==> config.mk <==
export PLATFORM = sky130hd
export DESIGN_NAME = i2c_master_register_sequencer_core
export DESIGN_NICKNAME = d
export VERILOG_FILES = /design/src/rtl/core/i2cseq_pkg.sv /design/src/rtl/core/i2cseq_step.sv /design/src/rtl/core/i2c_master_register_sequencer_core.sv
export SDC_FILE = /design/constraint.sdc
export NUM_CORES = 1
export LEC_CHECK = 0
export ABC_AREA = 1
export BUFFER_PORTS_ARGS = -buffer_cell sky130_fd_sc_hd__buf_4
export CAP_MARGIN = 20
export CORE_ASPECT_RATIO = 2
export CORE_MARGIN = 8
export CORE_UTILIZATION = 52
export CTS_CLUSTER_DIAMETER = 150
export DETAILED_ROUTE_END_ITERATION = 12
export GPL_TIMING_DRIVEN = 1
export PLACE_DENSITY = 0.74
export REMOVE_ABC_BUFFERS = 1
export SYNTH_ARGS = -nofsm -noshare
export SYNTH_HDL_FRONTEND = slang
export SYNTH_SLANG_ARGS = --single-unit
==> constraint.sdc <==
create_clock -name clk -period 2.82 [get_ports clk]
set_clock_uncertainty 0.2 [all_clocks]
set_input_delay 0.423 -clock clk [delete_from_list [all_inputs] [get_ports clk]]
set_output_delay 0.423 -clock clk [all_outputs]
set_load 0.01 [all_outputs]
==> src/rtl/core/i2cseq_pkg.sv <==
`default_nettype none
package i2cseq_pkg;

	// Size of the read buffer that received bytes are indexed into.
	localparam int READ_DEPTH = 8;

	// Action codes handed to the bus controller.
	localparam logic [2:0] ACT_NONE   = 3'd0;
	localparam logic [2:0] ACT_START  = 3'd1;
	localparam logic [2:0] ACT_TX     = 3'd2;
	localparam logic [2:0] ACT_STOP   = 3'd3;
	localparam logic [2:0] ACT_RSTART = 3'd4;
	localparam logic [2:0] ACT_RCEN   = 3'd5;
	localparam logic [2:0] ACT_ACK    = 3'd6;

	// Sequencer phases.
	localparam logic [3:0] PH_ADDR    = 4'd0;
	localparam logic [3:0] PH_REG     = 4'd1;
	localparam logic [3:0] PH_DATA    = 4'd2;
	localparam logic [3:0] PH_TAIL    = 4'd3;
	localparam logic [3:0] PH_READDR  = 4'd4;
	localparam logic [3:0] PH_RCEN    = 4'd5;
	localparam logic [3:0] PH_RECV    = 4'd6;
	localparam logic [3:0] PH_RSTOP   = 4'd7;
	localparam logic [3:0] PH_DONE    = 4'd8;

	localparam logic CMD_START = 1'b0;

	typedef struct packed {
		logic       command;
		logic       read_mode;
		logic [7:0] addr_byte;
		logic [7:0] reg_addr;
		logic [7:0] write_byte;
		logic [2:0] last_index;
		logic       start_seen;
		logic       rx_full;
		logic [7:0] rx_data;
	} item_t;

	typedef struct packed {
		logic [3:0] phase;
		logic       mode;
		logic [7:0] addr;
		logic [7:0] regnum;
		logic [7:0] data;
		logic [2:0] last;
		logic [2:0] byte_count;
	} seq_state_t;

	typedef struct packed {
		logic [2:0] action;
		logic [7:0] tx_byte;
		logic       nack;
		logic       rx_valid;
		logic [7:0] rx_byte;
		logic [2:0] rx_index;
		logic       done_res;
	} result_t;

endpackage
`default_nettype wire

==> src/rtl/core/i2cseq_step.sv <==
`default_nettype none
module i2cseq_step
	import i2cseq_pkg::*;
(
	input  wire seq_state_t st,
	input  wire item_t      item,
	output seq_state_t      nxt,
	output result_t         res
);

	logic last_byte;

	// A byte is the final one at the requested index or when the buffer is full.
	assign last_byte = (st.byte_count == st.last) ||
		((int'(st.byte_count) + 1) >= READ_DEPTH);

	always_comb begin
		nxt = st;
		res = '0;
		if (item.command == CMD_START) begin
			nxt.mode       = item.read_mode;
			nxt.addr       = item.addr_byte;
			nxt.regnum     = item.reg_addr;
			nxt.data       = item.write_byte;
			nxt.last       = item.last_index;
			nxt.phase      = PH_ADDR;
			nxt.byte_count = '0;
			res.action     = ACT_START;
		end else if (!st.mode) begin
			unique case (st.phase)
				PH_ADDR: begin
					if (item.start_seen) begin
						res.action  = ACT_TX;
						res.tx_byte = st.addr;
						nxt.phase   = PH_REG;
					end
				end
				PH_REG: begin
					res.action  = ACT_TX;
					res.tx_byte = st.regnum;
					nxt.phase   = PH_DATA;
				end
				PH_DATA: begin
					res.action  = ACT_TX;
					res.tx_byte = st.data;
					nxt.phase   = PH_TAIL;
				end
				PH_TAIL: begin
					res.action   = ACT_STOP;
					res.done_res = 1'b1;
					nxt.phase    = PH_READDR;
				end
				default: begin
				end
			endcase
		end else begin
			unique case (st.phase)
				PH_ADDR: begin
					if (item.start_seen) begin
						res.action  = ACT_TX;
						res.tx_byte = st.addr - 8'd1;
						nxt.phase   = PH_REG;
					end
				end
				PH_REG: begin
					res.action  = ACT_TX;
					res.tx_byte = st.regnum;
					nxt.phase   = PH_TAIL;
				end
				PH_TAIL: begin
					res.action = ACT_RSTART;
					nxt.phase  = PH_READDR;
				end
				PH_READDR: begin
					if (item.start_seen) begin
						res.action  = ACT_TX;
						res.tx_byte = st.addr;
						nxt.phase   = PH_RCEN;
					end
				end
				PH_RCEN: begin
					res.action = ACT_RCEN;
					nxt.phase  = PH_RECV;
				end
				PH_RECV: begin
					if (item.rx_full) begin
						res.action   = ACT_ACK;
						res.rx_valid = 1'b1;
						res.rx_byte  = item.rx_data;
						res.rx_index = st.byte_count;
						if (last_byte) begin
							res.nack  = 1'b1;
							nxt.phase = PH_RSTOP;
						end else begin
							nxt.byte_count = st.byte_count + 3'd1;
						end
					end else begin
						res.action = ACT_RCEN;
					end
				end
				PH_RSTOP: begin
					res.action   = ACT_STOP;
					res.done_res = 1'b1;
					nxt.phase    = PH_DONE;
				end
				default: begin
				end
			endcase
		end
	end

endmodule
`default_nettype wire

==> src/rtl/core/i2c_master_register_sequencer_core.sv <==
`default_nettype none
// Channel | Handshake          | Beat contents
// input   | in_valid/in_stall  | command, read_mode, addr_byte, reg_addr, write_byte,
//         |                    | last_index, start_seen, rx_full, rx_data
// output  | out_valid/out_stall| action, tx_byte, nack, rx_valid, rx_byte, rx_index, done_res
//
// Every input beat yields exactly one output beat, registered first in the input register
// and then in the result register.
// A new beat is accepted every cycle while the output side is not stalled.
// The sequencer state is updated in the same cycle the result register loads.
// Reset clears the sequencer state and both valid flags.
module i2c_master_register_sequencer_core
	import i2cseq_pkg::*;
(
	input  wire        clk,
	input  wire        arst_n,
	input  wire        in_valid,
	output logic       in_stall,
	input  wire        command,
	input  wire        read_mode,
	input  wire  [7:0] addr_byte,
	input  wire  [7:0] reg_addr,
	input  wire  [7:0] write_byte,
	input  wire  [2:0] last_index,
	input  wire        start_seen,
	input  wire        rx_full,
	input  wire  [7:0] rx_data,
	output logic       out_valid,
	input  wire        out_stall,
	output logic [2:0] action,
	output logic [7:0] tx_byte,
	output logic       nack,
	output logic       rx_valid,
	output logic [7:0] rx_byte,
	output logic [2:0] rx_index,
	output logic       done_res
);

	logic       valid_s1;
	item_t      item_s1;
	logic       valid_s2;
	result_t    res_s2;
	seq_state_t state_q;
	seq_state_t state_next;
	result_t    res_next;
	logic       adv_s1;
	logic       load_s1;

	assign adv_s1   = valid_s1 && (!valid_s2 || !out_stall);
	assign in_stall = valid_s1 && !adv_s1;
	assign load_s1  = in_valid && !in_stall;

	always_ff @(posedge clk or negedge arst_n) begin
		if (!arst_n) begin
			valid_s1 <= 1'b0;
		end else if (load_s1 || adv_s1) begin
			valid_s1 <= load_s1;
		end
	end

	always_ff @(posedge clk) begin
		if (load_s1) begin
			item_s1 <= '{command: command, read_mode: read_mode, addr_byte: addr_byte,
				reg_addr: reg_addr, write_byte: write_byte, last_index: last_index,
				start_seen: start_seen, rx_full: rx_full, rx_data: rx_data};
		end
	end

	i2cseq_step u_step (
		.st   (state_q),
		.item (item_s1),
		.nxt  (state_next),
		.res  (res_next)
	);

	always_ff @(posedge clk or negedge arst_n) begin
		if (!arst_n) begin
			state_q <= '0;
		end else if (adv_s1) begin
			state_q <= state_next;
		end
	end

	always_ff @(posedge clk or negedge arst_n) begin
		if (!arst_n) begin
			valid_s2 <= 1'b0;
		end else if (adv_s1 || !out_stall) begin
			valid_s2 <= adv_s1;
		end
	end

	always_ff @(posedge clk) begin
		if (adv_s1) begin
			res_s2 <= res_next;
		end
	end

	assign out_valid = valid_s2;
	assign action    = res_s2.action;
	assign tx_byte   = res_s2.tx_byte;
	assign nack      = res_s2.nack;
	assign rx_valid  = res_s2.rx_valid;
	assign rx_byte   = res_s2.rx_byte;
	assign rx_index  = res_s2.rx_index;
	assign done_res  = res_s2.done_res;

endmodule
`default_nettype wire
After elaboration in Yosys (flattened, before gate mapping):

Cells that the tools add are included.
Widths: inputs -> output; s select.

* register bits after elaboration: 101
* input port bits: 43
* output and inout bits: 27
* word-level logic and storage cells: 91

* $add $sub $neg: 3
* $lt $le $gt $ge: 1
* equal/unequal tests: 17
* multiplexer cells: 26
* bitwise logic cells: 1
* reductions and logical operators: 18

Operator list (count)
* $pmux 8 s3: 2
* $ge 32x5->1 const B: 1
* $pmux 4 s7: 1
* $mux 4: 6
* $pmux 3 s7: 1
* $mux 10: 2
* $eq 4x3->1 const B: 4
* $pmux 4 s4: 1
* $mux 3: 5
* $mux 12: 1
* $mux 11: 1
* $ne 9x2->1 const B: 1
* $pmux 3 s3: 1
* $eq 4x2->1 const B: 2
* $ne 4x4->1 const B: 2
* $sub 8x1->8 const B: 1
* $ne 6x1->1 const B: 1
* $reduce_and 6->1: 1
* $reduce_and 5->1: 1
* $add 3x1->4 const B: 1
* $eq 4x1->1 const B: 1
* $logic_not 1->1: 4
* $logic_not 4->1: 1
* $logic_or 1x1->1: 4
* other kinds (13): 20

Logic depth before layout (Yosys ltp):

Gate-level depths: netlist of run 1.

* depth after elaboration: 8
* mapped depth: 11
* gate-level depth less buffers: 11

Cells and area by module:

A second synthesis of run 1 with hierarchy kept.

* cell total of the unflattened synthesis: 527
* area total of the unflattened synthesis: 4834.6 µm²

By module, submodules not included
* i2c_master_register_sequencer_core: instances 1, cells each 227, area an instance 3470.8 µm², sequential area each 2847.7 µm²
* i2cseq_step: instances 1, cells each 300, area an instance 1363.8 µm², sequential area each 0.0 µm²

Worst setup path after synthesis of run 1:

OpenSTA, ideal clock, no wires.

* path kind: register -> register
* start: register valid_s2, in the netlist out_valid
* end: register item_s1[0] in the netlist's numbering (enable)
* library setup time: 0.394 ns
* arrival time: 1.513 ns
* data required time: 2.226 ns
* setup slack: 0.714 ns
* stages on the path, launching flop included: 6
* path buffers: 0
* clock period less this slack: 2.106 ns
* path through: dfrtp_1 -> nand2_1 -> nor2_1 -> inv_1 -> nand2_1 -> inv_1

* cells in the longest elaborated chain, start to end: 7

RTL lines
* start, declared: line i2c_master_register_sequencer_core.sv:41 `logic valid_s2;`
* start signal, assigned: line i2c_master_register_sequencer_core.sv:88 `valid_s2 <= adv_s1;`
* $logic_not 1->1: line i2c_master_register_sequencer_core.sv:49 `assign adv_s1 = valid_s1 && (!valid_s2 || !out_stall);`
* $logic_or 1x1->1: line i2c_master_register_sequencer_core.sv:49
* $logic_and 1x1->1: line i2c_master_register_sequencer_core.sv:49
* $logic_not 1->1: line i2c_master_register_sequencer_core.sv:50 `assign in_stall = valid_s1 && !adv_s1;`
* $logic_and 1x1->1: line i2c_master_register_sequencer_core.sv:50
* via in_stall: line i2c_master_register_sequencer_core.sv:18 `output logic in_stall,`
* $logic_not 1->1: line i2c_master_register_sequencer_core.sv:51 `assign load_s1 = in_valid && !in_stall;`
* $logic_and 1x1->1: line i2c_master_register_sequencer_core.sv:51
* via load_s1: line i2c_master_register_sequencer_core.sv:47 `logic load_s1;`
* end signal, assigned: line i2c_master_register_sequencer_core.sv:63 `item_s1 <= '{command: command, read_mode: read_mode, addr_byte: addr_byte,`
* end, declared: line i2c_master_register_sequencer_core.sv:40 `item_t item_s1;`

The timed path passes the listed nets, and every way through them passes these cells.
A chain may end at the register's enable or synchronous reset.

Worst setup path after layout of run 1:

* start: register item_s1[9] in the netlist's numbering
* end: register state_q[34] in the netlist's numbering

* cells in the longest elaborated chain, start to end: 4
* elaborated cells between the ends (all ways): 7
* classes of those cells: eq/ne (1); mux (5); reduce/logical (1)

RTL lines
* $mux 4
* $pmux 4 s7 / $pmux 4 s4 (equally long branches)
* $mux 4 (2 in a row)
* end signal, assigned: line i2c_master_register_sequencer_core.sv:80 `state_q <= state_next;`
* end, declared: line i2c_master_register_sequencer_core.sv:43 `seq_state_t state_q;`

Several ways; a longest one is shown, not always the timed one.

==> results of run 1 <==
## flip-flops by register name (all words and copies together), names as in the netlist
signal / flops
valid_s1: 1
rx_byte: 8
state_q: 35
rx_valid: 1
item_s1: 39
done_res: 1
tx_byte: 8
nack: 1
rx_index: 3
out_valid: 1
action: 3
## kinds of logic after synthesis
group                    Yosys count  synth area share (%)
AND/OR/NAND/NOR                  193                  18.7
flip-flops                       101                  64.6
buffers and inverters             56                  4.91
AO/OA/AOI/OAI                     46                  6.21
multiplexers                      16                  4.09
XOR/XNOR                           5                 0.993
adder cells (fa/ha/maj)            2                 0.567
## per-stage QoR
step                      hold WS (ps)  power, mW  setup slack [ps]  area, um2  util (%)
after global routing              29.0       4.62               400       5330      64.8
final                             45.8       4.38               624       5330      64.8
after global placement             223       3.22               712       5040      61.2
after floorplan                  -72.6       2.78               504       4380         -
after detailed placement           221       3.25               669       5040      61.2
after CTS                         32.7       4.41               643       5330      64.8
## layout by cell type (no fill, tap or decap), types with 2 or more instances in the layout
cell type  count
nor3_1         2
nand2_2        2
buf_4         72
o211ai_1       2
nor2_1        43
dfrtp_1       37
a21oi_1       18
edfxtp_1      64
clkbuf_16      9
mux2_2        16
nand2_1       93
nand3_1       44
inv_1         45
ha_1           2
nor2_4         2
o21ai_0       16
clkinv_4       3
inv_2          4
nor2_2         4
o31ai_1        2
xor2_1         4
a22o_1         3
## per-layer routing
| layer | routed length, um | up-vias | share of wire [%] |
|---|---|---|---|
| li1 | - | 1559 | - |
| met1 | 3670 | 1494 | 34 |
| met2 | 6050 | 119 | 56 |
| met3 | 572 | 26 | 5.3 |
| met4 | 526 | 0 | 4.9 |
| met5 | 0 | - | 0 |
## layout make-up
| cell class | instances | area [um2] |
|---|---|---|
| clock buffer | 9 | 225 |
| clock inverter | 7 | 57.6 |
| fill | 687 | 2900 |
| inverter | 49 | 184 |
| multi-input combinational | 262 | 1350 |
| sequential | 101 | 2850 |
| tap | 98 | 123 |
| timing repair buffer | 73 | 551 |
## worst paths after layout
check                           depth (start not counted)           from  slack, ps           to
worst max-delay path                                    8     item_s1[9]        620  state_q[34]
worst min-delay path                                    1  write_byte[0]         50  item_s1[13]
worst max register to register                          8     item_s1[9]        620  state_q[34]
worst min register to register                          1    item_s1[16]        280   state_q[9]
max in group asynchronous                               2         arst_n       1680  state_q[28]
min in group asynchronous                               2         arst_n        380   state_q[9]
## critical path, cell delays in order (launching register included)
cell and delay, ps:
edfxtp_1 760, inv_1 350, nand3_1 190, nand3_1 80, nand2_1 60, nand2_1 120, nor2_2 220, nand2_1 70
nand2_1 70
## power by group
| group | switching [mW] | internal (mW) | total [mW] |
|---|---|---|---|
| Combinational | 0.746 | 0.440 | 1.19 |
| Clock | 0.545 | 0.608 | 1.15 |
| Sequential | 0.181 | 1.85 | 2.04 |
==> run metrics, run 1 <==
CTS Buf Count 9; Worst Max-Slew Pin Slew 805 ps; top_reg_cell synth edfxtp_1; Total Wirelength 10.8 mm; vias per cell 5.34; drt first-iter violations 152; hold_buf cts 1; Hold Crit Class input port to register; GRT overflow 0; post-synthesis sequential area ratio 64.6%; Warnings, synthesis 0; Post-CTS Setup Inserts 0; Slew Limit Fails 0; clk slew on worst S/H paths 70 ps; Die ar. 11,900 um2; final setup fails 0; WL/cell 18.1 um; Die X 81.1 um; IO Port Bufs 69; global routing's busiest layer met2; I/O pin total 70; share of cells above drive strength 1 24.0%; Synth top area share 43.6%; crit share post-route 77.9%; worst ir drop on vdd 0.557 mV; effective utilization at floorplan 53.6%; Setup TNS Final 0 ps; P&R area growth vs syn 20.9%; antenna cells 0; Commonest cells post-synth nand2_1 (93), edfxtp_1 (64), inv_1 (45), nand3_1 (44), nor2_1 (43); P per Cell Area 820 nW/um2; H-tree levels 3; largest cells by area after synthesis edfxtp_1 (44%), dfrtp_1 (21%), nand2_1 (7.9%); GRT met2 Usage a little over a third; clk buf depth 2; GRT met3 Usage 5.29%; drc violations 0; CP max FO 18; met1 usage in global routing 17.3%; Fmax 455 MHz; clk_lat worst skew roughly 350 ps; CP Data Arrival Time 2280 ps; Pre-antenna DRT Iters 4; Slew HR 46.1%; post-layout minimum cycle time 2200 ps; via count 3,198; average cell area after synthesis roughly 11 um2; top-count cell post-synth nand2_1; Post-Syn Area ~4400 um2; status finished, final reports clean; CORE AREA 8230 um2; critical path type register to register; Synth cell types 30; cells after synthesis 419; EDFF count, synth 64; final non-filler cell total 599; TritonCTS clock tree done; clk sinks between 100 and 150; initial antenna violation count 0; Async SR Flop Fraction 36.6%; post-CTS sizing 0; root buf cell clkbuf_16; vias in the first global route 3,414; ANT nets after route 0; P_leak 2.39 nW; Placer Congestion 0.968; DP Wirelength roughly 8.3 mm; dpl cells 582; Synth area leader edfxtp_1; pin count of the biggest net entering global routing 41; global-route wire length before repair 16.9 mm; CP required 2900 ps; Synth Register Bits 101; RSZ-0062 raised after global routing no; # rows 47; startpoint types register; Die H 146 um; CP Capture Type register; nets 541; Hold Fails Final Rpt 0; gr usage total 19.2%; Max-Cap Viols 0
Note: power is estimated with default switching activity, not from simulation.
==> inputs of run 2 (changes only) <==
- ABC_AREA: 1 -> 0
- clock period: 2.82 -> 2.2 ns (I/O delays scaled with it)
==> run 2 against run 1 <==
  * Synthesized cell count decreased by 24%
  * Core utilization up 6.1 points
  * Sequential share of layout area shrank 4.6 points
  * Clock power up 41%
  * Largest power group unchanged
  * Combinational power up 18%
  * Critical path depth shrank 2
  * Non-clock buffer count grew 60
  * Critical endpoint is now tx_byte[5]
==> run metrics, run 2 <==
status finished, final reports clean; dpl cells 488; startpoint types register; pin count of the biggest net entering global routing 40; vias in the first global route 3,416; max reg flops 39; Multi-input gate area 1400 um2; critical path type register to register; P per Cell Area between 900 and 1000 nW/um2; Worst Max-Slew Pin Slew ~500 ps; average cell area after synthesis 13.7 um2; CP Capture Type register; ANT nets after route 0; Setup TNS Final 0 ps; gr usage total 18.2%; Max-Cap Viols 0; vias per cell between 5 and 6; TritonCTS clock tree done; Post-Syn Area 4360 um2; initial antenna violation count 0; # rows 47; commonest non-fill, non-tap cell in the layout buf_4; Slew Limit Fails 0; final instance area a little under 6000 um2; H-tree levels 3; Synth cell types 58; DP Wirelength 7.11 mm; via count 3,037; Pre-antenna DRT Iters 4; Fmax between 400 and 500 MHz; Total Wirelength 10.1 mm; clk slew on worst S/H paths roughly 70 ps; top-count cell post-synth edfxtp_1; Die ar. between 10,000 and 15,000 um2; P&R area growth vs syn 33.9%; GRT overflow 0; final non-filler cell total 548; post-layout minimum cycle time 2060 ps; IO Port Bufs 69; Largest regs item_s1: 39 flops, state_q: 35 flops; Async SR Flop Fraction 36.6%; Fillers 594; global-route wire length before repair approximately 17 mm; CP required 2080 ps; crit share post-route 93.7%; Die X just over 80 um; root buf cell clkbuf_16; clk_lat worst skew 340 ps; Commonest cells post-synth edfxtp_1 (64), dfrtp_1 (37), mux2_2 (26), nand2_1 (23), and2_1 (13); Synth area leader edfxtp_1; Hold Crit Class input port to register; most frequent cells in the layout buf_4 (90), edfxtp_1 (64), dlygate4sd3_1 (41), dfrtp_1 (35), mux2_2 (26); share of cells above drive strength 1 33.1%; top_reg_cell synth edfxtp_1; worst ir drop on vdd 0.577 mV; post-synthesis sequential area ratio 65.3%; Placer Congestion ~0.94; nets between 400 and 500; clk sinks 101; Area after DPL between 5000 and 6000 um2; P_leak 2.39 nW; CP max FO 14; CTS Buf Count 9; RSZ-0062 raised after global routing no; WL/cell 18.5 um; largest cells by area after synthesis edfxtp_1 (44%), dfrtp_1 (21%), mux2_2 (6.7%); Biggest register item_s1; Die H 146 um; I/O pin total 70; effective utilization at floorplan 53.0%; Synth top area share 44.1%; antenna cells 0; drt first-iter violations 139; Synth Register Bits 101; Seq. cell area 2850 um2; CP Data Arrival Time 1940 ps; Slew HR 66.5%; Warnings, synthesis 0; CORE AREA 8230 um2; clk buf depth 2; drc violations 0; final setup fails 0; Hold Fails Final Rpt 0; EDFF count, synth between 60 and 70; cells after synthesis 318
-- run 2: cell types whose count changed after synthesis, moves of 5 or more --
| cell | previous run | this run |
|---|---|---|
| o22ai_1 | 0 | 5 |
| nor2_1 | 43 | 11 |
| nor3_1 | 2 | 7 |
| and2_1 | 0 | 13 |
| a21oi_1 | 18 | 8 |
| nand2_1 | 93 | 23 |
| nand3_1 | 44 | 4 |
| a22oi_1 | 0 | 12 |
| inv_1 | 45 | 8 |
| mux2_2 | 16 | 26 |
-- run 2: repair_timing --
action                                 in CTS  in global routing
setup buffers                               0                  3
resized for setup                           0                  3
setup endpoints to repair                   0                  3
endpoints found under the hold margin      77                  0
hold buffers                               41                  0
-- run 2: power breakdown --
| part | switching (mW) | total [mW] | internal (mW) |
|---|---|---|---|
| registers | 0.234 | 2.54 | 2.30 |
| logic | 0.705 | 1.40 | 0.693 |
| clock network | 0.674 | 1.62 | 0.943 |
-- run 2: critical path: stages (launching register included) --
cell and delay [ps]:
dfrtp_1 550, inv_1 210, nand3_1 190, nor4_1 270, xor2_1 100, a22oi_1 170, o22ai_1 110
-- run 2: worst paths after layout --
| path | from | to | slack, ps | cells past startpoint |
|---|---|---|---|---|
| max | state_q[33] | tx_byte[5] | 140 | 6 |
| min | out_stall | out_valid | 20 | 3 |
| max reg2reg | state_q[33] | tx_byte[5] | 140 | 6 |
| min reg2reg | item_s1[30] | state_q[23] | 270 | 2 |
| max in group asynchronous | arst_n | state_q[31] | 1080 | 2 |
| min in group asynchronous | arst_n | state_q[15] | 330 | 2 |
-- run 2: cell type report --
type / instances / share of cell area, %
Inverter: 9 / 0.579
Multi-Input combinational cell: 191 / 23.9
Sequential cell: 101 / 48.8
Clock inverter: 5 / 1.01
Timing Repair Buffer: 133 / 19.3
Clock buffer: 11 / 4.33
Tap cell: 98 / 2.10
-- run 2: cells by family (layout without fill, tap and decap cells) --
family                   Yosys count  after routing  synth area share [%]
XOR/XNOR                           9              9                  1.81
flip-flops                       101            101                  65.3
buffers and inverters             26            158                  2.93
adder cells (fa/ha/maj)            2              2                 0.574
AO/OA/AOI/OAI                     68             68                  11.4
multiplexers                      28             28                  7.17
AND/OR/NAND/NOR                   84             84                  10.9
-- run 2: through the flow --
stage / setup WS, ps / util [%] / power, mW / hold WS, ps
after floorplan: -424 / - / 3.31 / -166
after global placement: 175 / 61.8 / 3.85 / 124
after detailed placement: 142 / 61.8 / 3.88 / 132
after CTS: 109 / 70.6 / 5.56 / 18.9
after global routing: 1.16 / 70.9 / 5.81 / 73.8
final: 139 / 70.9 / 5.55 / 20.8
-- run 2: routing by layer --
layer / up-vias / global-route usage (%) / part of all wire (%)
li1: 1448 / - / -
met1: 1484 / 18.8 / 36
met2: 81 / 32.5 / 57
met3: 24 / 4.08 / 4.4
met4: 0 / 8.65 / 2.8
met5: - / 0 / 0
